<file path="src/hdl/c65x_pkg.sv">
// shared types and constants for the 65c02 extended-instruction execute core
// no dependencies
`timescale 1ns / 1ps

package c65x_pkg;

  localparam int MEM_ADDR_BITS = 16;

  // request codes
  localparam logic [4:0] REQ_HOST_WR  = 5'd0;
  localparam logic [4:0] REQ_HOST_RD  = 5'd1;
  localparam logic [4:0] REQ_BRA      = 5'd2;
  localparam logic [4:0] REQ_BIT_IMM  = 5'd3;
  localparam logic [4:0] REQ_BIT_ZPX  = 5'd4;
  localparam logic [4:0] REQ_BIT_ABSX = 5'd5;
  localparam logic [4:0] REQ_TRB_ZP   = 5'd6;
  localparam logic [4:0] REQ_TRB_ABS  = 5'd7;
  localparam logic [4:0] REQ_TSB_ZP   = 5'd8;
  localparam logic [4:0] REQ_TSB_ABS  = 5'd9;
  localparam logic [4:0] REQ_RMB      = 5'd10;
  localparam logic [4:0] REQ_SMB      = 5'd11;
  localparam logic [4:0] REQ_BBR      = 5'd12;
  localparam logic [4:0] REQ_BBS      = 5'd13;
  localparam logic [4:0] REQ_STZ_ABS  = 5'd14;
  localparam logic [4:0] REQ_STZ_ABSX = 5'd15;
  localparam logic [4:0] REQ_STZ_ZP   = 5'd16;
  localparam logic [4:0] REQ_STZ_ZPX  = 5'd17;
  localparam logic [4:0] REQ_BRL      = 5'd18;
  localparam logic [4:0] REQ_JMP_IND  = 5'd19;

  // flag bit positions
  localparam int FL_N = 2;
  localparam int FL_V = 1;
  localparam int FL_Z = 0;

  typedef logic [MEM_ADDR_BITS-1:0] maddr_t;

  typedef struct packed {
    logic   en;
    maddr_t addr0;
    maddr_t addr1;
  } mem_rd_t;

  typedef struct packed {
    logic       en;
    maddr_t     addr;
    logic [7:0] data;
  } mem_wr_t;

  // item held in the execute stage
  typedef struct packed {
    logic [4:0]  req;
    logic [15:0] operand;
    logic [2:0]  bit_select;
    logic [7:0]  acc;
    logic [15:0] pc_in;
    logic [2:0]  flags_in;
    logic [7:0]  host_data;
  } exe_item_t;

  typedef struct packed {
    logic [2:0]  cycles_added;
    logic [7:0]  mem_byte;
    logic [2:0]  flags_out;
    logic [15:0] pc_out;
  } result_t;

endpackage

</file>
<file path="src/hdl/c65x_exec.sv">
// execute logic: flags, new pc, modified byte and cycle cost of one item
// uses c65x_pkg
`timescale 1ns / 1ps

module c65x_exec (
  input  c65x_pkg::exe_item_t item,
  input  logic [7:0]          rdata0,
  input  logic [7:0]          rdata1,
  output c65x_pkg::result_t   res,
  output logic                wr_en,
  output logic [7:0]          wr_data
);

  logic [7:0]  lo;
  logic [7:0]  mask;
  logic [15:0] off_lo;
  logic [15:0] off_hi;
  logic [15:0] pc2;
  logic [15:0] pc3;
  logic        z_imm;
  logic        z_mem;
  logic        bit_set;

  assign lo      = item.operand[7:0];
  assign mask    = 8'h01 << item.bit_select;
  assign off_lo  = {{8{lo[7]}}, lo};
  assign off_hi  = {{8{item.operand[15]}}, item.operand[15:8]};
  assign pc2     = item.pc_in + 16'd2;
  assign pc3     = item.pc_in + 16'd3;
  assign z_imm   = (item.acc & lo) == 8'h00;
  assign z_mem   = (item.acc & rdata0) == 8'h00;
  assign bit_set = (rdata0 & mask) != 8'h00;

  always_comb begin
    res.pc_out       = item.pc_in;
    res.flags_out    = item.flags_in;
    res.mem_byte     = 8'h00;
    res.cycles_added = 3'd0;
    wr_en            = 1'b0;
    wr_data          = 8'h00;
    unique case (item.req)
      c65x_pkg::REQ_HOST_WR: begin
        wr_en        = 1'b1;
        wr_data      = item.host_data;
        res.mem_byte = item.host_data;
      end
      c65x_pkg::REQ_HOST_RD: begin
        res.mem_byte = rdata0;
      end
      c65x_pkg::REQ_BRA: begin
        res.pc_out = pc2 + off_lo;
      end
      c65x_pkg::REQ_BIT_IMM: begin
        res.flags_out[c65x_pkg::FL_Z] = z_imm;
        res.mem_byte                  = lo;
        res.cycles_added              = 3'd2;
        res.pc_out                    = pc2;
      end
      c65x_pkg::REQ_BIT_ZPX, c65x_pkg::REQ_BIT_ABSX: begin
        res.flags_out[c65x_pkg::FL_Z] = z_mem;
        res.flags_out[c65x_pkg::FL_N] = rdata0[7];
        res.flags_out[c65x_pkg::FL_V] = rdata0[6];
        res.mem_byte                  = rdata0;
        res.cycles_added              = 3'd4;
        res.pc_out = (item.req == c65x_pkg::REQ_BIT_ZPX) ? pc2 : pc3;
      end
      c65x_pkg::REQ_TRB_ZP, c65x_pkg::REQ_TRB_ABS,
      c65x_pkg::REQ_TSB_ZP, c65x_pkg::REQ_TSB_ABS: begin
        res.flags_out[c65x_pkg::FL_Z] = z_mem;
        wr_en = 1'b1;
        if (item.req == c65x_pkg::REQ_TRB_ZP || item.req == c65x_pkg::REQ_TRB_ABS) begin
          wr_data = rdata0 & ~item.acc;
        end else begin
          wr_data = rdata0 | item.acc;
        end
        res.mem_byte = wr_data;
        if (item.req == c65x_pkg::REQ_TRB_ZP || item.req == c65x_pkg::REQ_TSB_ZP) begin
          res.cycles_added = 3'd5;
          res.pc_out       = pc2;
        end else begin
          res.cycles_added = 3'd6;
          res.pc_out       = pc3;
        end
      end
      c65x_pkg::REQ_RMB, c65x_pkg::REQ_SMB: begin
        wr_en            = 1'b1;
        wr_data          = (item.req == c65x_pkg::REQ_RMB) ? (rdata0 & ~mask)
                                                           : (rdata0 | mask);
        res.mem_byte     = wr_data;
        res.cycles_added = 3'd5;
        res.pc_out       = pc2;
      end
      c65x_pkg::REQ_BBR, c65x_pkg::REQ_BBS: begin
        res.mem_byte = rdata0;
        if (bit_set == (item.req == c65x_pkg::REQ_BBS)) begin
          res.pc_out = pc3 + off_hi;
        end else begin
          res.pc_out = pc3;
        end
      end
      c65x_pkg::REQ_STZ_ABS: begin
        wr_en            = 1'b1;
        res.cycles_added = 3'd4;
        res.pc_out       = pc3;
      end
      c65x_pkg::REQ_STZ_ABSX: begin
        wr_en            = 1'b1;
        res.cycles_added = 3'd5;
        res.pc_out       = pc3;
      end
      c65x_pkg::REQ_STZ_ZP: begin
        wr_en            = 1'b1;
        res.cycles_added = 3'd3;
        res.pc_out       = pc2;
      end
      c65x_pkg::REQ_STZ_ZPX: begin
        wr_en            = 1'b1;
        res.cycles_added = 3'd4;
        res.pc_out       = pc2;
      end
      c65x_pkg::REQ_BRL: begin
        res.pc_out = pc3 + item.operand;
      end
      c65x_pkg::REQ_JMP_IND: begin
        res.pc_out = {rdata1, rdata0};
      end
      default: begin
      end
    endcase
  end

endmodule

</file>
<file path="config.mk">
export PLATFORM = sky130hd
export DESIGN_NAME = c65x_exec
export DESIGN_NICKNAME = d
export VERILOG_FILES = /design/src/hdl/c65x_pkg.sv /design/src/hdl/c65x_exec.sv
export SDC_FILE = /design/constraint.sdc
export NUM_CORES = 1
export LEC_CHECK = 0
export BUFFER_PORTS_ARGS = -buffer_cell sky130_fd_sc_hd__buf_2
export CORE_MARGIN = 2
export CORE_UTILIZATION = 50
export DETAILED_ROUTE_END_ITERATION = 8
export PLACE_DENSITY = 0.8
export SYNTH_ARGS = -nofsm -noshare
export SYNTH_HDL_FRONTEND = slang
export SYNTH_SLANG_ARGS = --single-unit
</file>
<file path="constraint.sdc">
create_clock -name vclk -period 4.6
set_clock_uncertainty 0.05 [all_clocks]
set_input_delay 0.69 -clock vclk [all_inputs]
set_output_delay 0.69 -clock vclk [all_outputs]
set_load 0.05 [all_outputs]
</file>
==> impl_metrics.ini <==
[power_and_ir_drop]
power.share.sequential = 0
p_comb_frac = 1.000
powerDensity_nw_per_um2 = 163
swShare = 0.597
intPower_uw = 420
clockPowerShare = 0
max-vdd-ir-drop_v = 0.000127
p_switching_uw = 620
p_leak_uw = 0.00289

[sta]
min_period_ns = 4.60
timing.fmax_mhz = 217
period_share = 1.00
setup_violations = 1
whs_ns = 1.77
rsz0062_at_grt = yes
hold_viol = 0
slew_viol_final = 0
finalWorstSetupSlack_ns = -0.00249
worst_pin_slew_ns = 0.956
relSlewSlack = 0.358

[setup_path]
critPathRequiredTime_ns = 3.86
crit_path_end_kind = output pin
cp.arrival_ns = 3.86
cpPeakStageDelay_ns = 0.37
slowest_stage = ha_2
cp-start-kind = primary input
path_cells = buf_4 > inv_4 > ha_4 > nor2b_4 > nand4_1 > nor2_1 > xor2_1 > ha_2 > a21oi_2 > a221oi_2 > o21a_1 > nor2_1 > or3_1 > a21oi_2 > xnor2_2 > o2111a_2 > a221oi_4 > buf_6
crit_path_max_fanout = 4
setup.worst_path.class = primary input to output pin

[floorplanning]
die_width_um = 99.8
die_y_um = 99.8
start_util = 0.521
rows = 34
core_area_um2 = 8810
io_pins = 114
die_area_um2 = 9960

[global_routing]
grt_pass1_wl_mm = 30.2
antenna_found_initial = 0
grtUsageTotal = 0.371
grt-ovfl-total = 0
grt_pass1_vias = 6121
grt_max_degree = 33

[detailed_routing]
drt_first_pass_iters = 6
wl_met2_mm = 9.02
routed_wl_mm = 20.0
drt-initial-drc-count = 777
wire_per_inst_um = 20.2
met1Wirelength_mm = 7.66
vias = 6620
drtAntennaViolNets = 0
viasPerCell = 6.67
top_layer = met4
drc_errors = 0
wl_met3_mm = 2.25

[layout]
synthToLayoutAreaGrowth_pct = 39.1
final_nets = 1017
drive_gt1_frac = 0.347
seq_cells = 0
clkbuf_count = 0
seqCellArea_um2 = 0
antennaDiodeCount = 0
fin_util = 0.724

[synth]
synth_fa_ha_area_frac = 0.155
synth_xor_area_frac = 0.136
yosys-top-cells-count = nor2_1 (67), nand2_1 (66), a21oi_1 (62)
synth-seq-area-share = 0
synth_largest_area_cell = ha_1
synth_top_family_by_area = compound AO/OA/AOI/OAI gates
syn-num-nets = 820
avgSynthCellArea_um2 = 6.65
yosysUniqueCellTypes = 69
yosysWarningCount = 0
synth.top_cell.area_share = 0.142
synth.most_common_cell = nor2_1
synthCells = 690
synth_compound_area_frac = 0.384
synth-simple-area-share = 0.240
syn-cell-area_um2 = 4590
synth_area_leaders = ha_1 (14%), xnor2_1 (7.1%), a21oi_1 (6.8%), o21ai_0 (6.4%), xor2_1 (5.5%)
synthMuxAreaShare = 0.0300

[hold_path]
hold_end = res[18]
min_from = item[10]
hold_depth = 3
hold_class = primary input to output pin

[run]
drv_cap = 0

[outcome]
violations = negative setup slack
status = finished with violations

[placed_design]
place_hpwl_mm = 15.6
io_buffer_count = 114
gp_congestion = 1.08
[metal layers]
| metal | GRT usage | up-vias |
|---|---|---|
| li1 | - | 2984 |
| met1 | 0.468 | 3025 |
| met2 | 0.626 | 492 |
| met3 | 0.0529 | 119 |
| met4 | 0.174 | 0 |
| met5 | 0 | - |
[per-stage QoR]
stage	total power, uW	worst slack (ns)	setup TNS [ns]	instances	cell area, um^2
finish	1040	-0.00249	-0.00249	993	6380
global route	1100	-0.118	-0.280	993	6380
CTS	974	0.00141	0	990	6150
detailed placement	947	-0.380	-1.20	987	5990
global placement	926	-0.170	-0.503	987	5990
floorplan	612	0.0225	0	690	4600
[critical path: cells and delay by family]
family	cells	cell delay, ns
compound gates	6	1.11
xor+xnor	2	0.22
fa+ha+maj	2	0.54
buf+inv	3	0.37
simple gates	5	0.93
[how the worst max path moves through the flow]
| stage | from | end | slack, ns | cells after the start |
|---|---|---|---|---|
| 2_1_floorplan | item[11] | res[15] | 0.02 | 16 |
| 3_3_place_gp | item[12] | res[15] | -0.17 | 18 |
| 3_5_place_dp | item[12] | res[15] | -0.38 | 18 |
| 4_1_cts | item[12] | res[14] | 0.001 | 18 |
| 5_1_grt | item[12] | res[15] | -0.12 | 18 |
| 6_report | item[12] | res[15] | -0.002 | 18 |
[layout by cell type (no fill, tap or decap), types with 13 or more instances in the layout]
cell type,count
o21ai_0,50
a21o_1,13
ha_1,43
a21oi_1,55
nor2_1,64
a221o_1,17
nand2b_1,13
xnor2_1,30
nand3_1,22
xor2_1,28
nand2_1,66
inv_1,23
nor3_1,17
buf_4,121
buf_2,109
[logic make-up after synthesis]
group                    after synthesis
AO/OA/AOI/OAI                        257
XOR/XNOR                              68
adder cells (fa/ha/maj)               55
buffers and inverters                 63
multiplexers                          13
AND/OR/NAND/NOR                      234
[cell type report]
class,instances,area (um^2)
well taps,108,135
inverters,25,96.3
fillers,741,2430
repair buffers,233,1480
multi-input cells,627,4660
[power by group through the flow]
| stage | sequential (uW) | clock [uW] | combinational [uW] |
|---|---|---|---|
| final | 0 | 0 | 1040 |
| after global routing | 0 | 0 | 1100 |
| after CTS | 0 | 0 | 974 |
| after detailed placement | 0 | 0 | 947 |
| after global placement | 0 | 0 | 926 |
| after floorplan | 0 | 0 | 612 |
[timing repair]
item / in CTS / in global routing
endpoints found under the setup margin: 7 / 10
buffers inserted: 3 / 3
hold buffers: 0 / 0
pin swaps: 11 / 24
resized for setup: 29 / 49
Note: power is estimated with default switching activity, not from simulation.
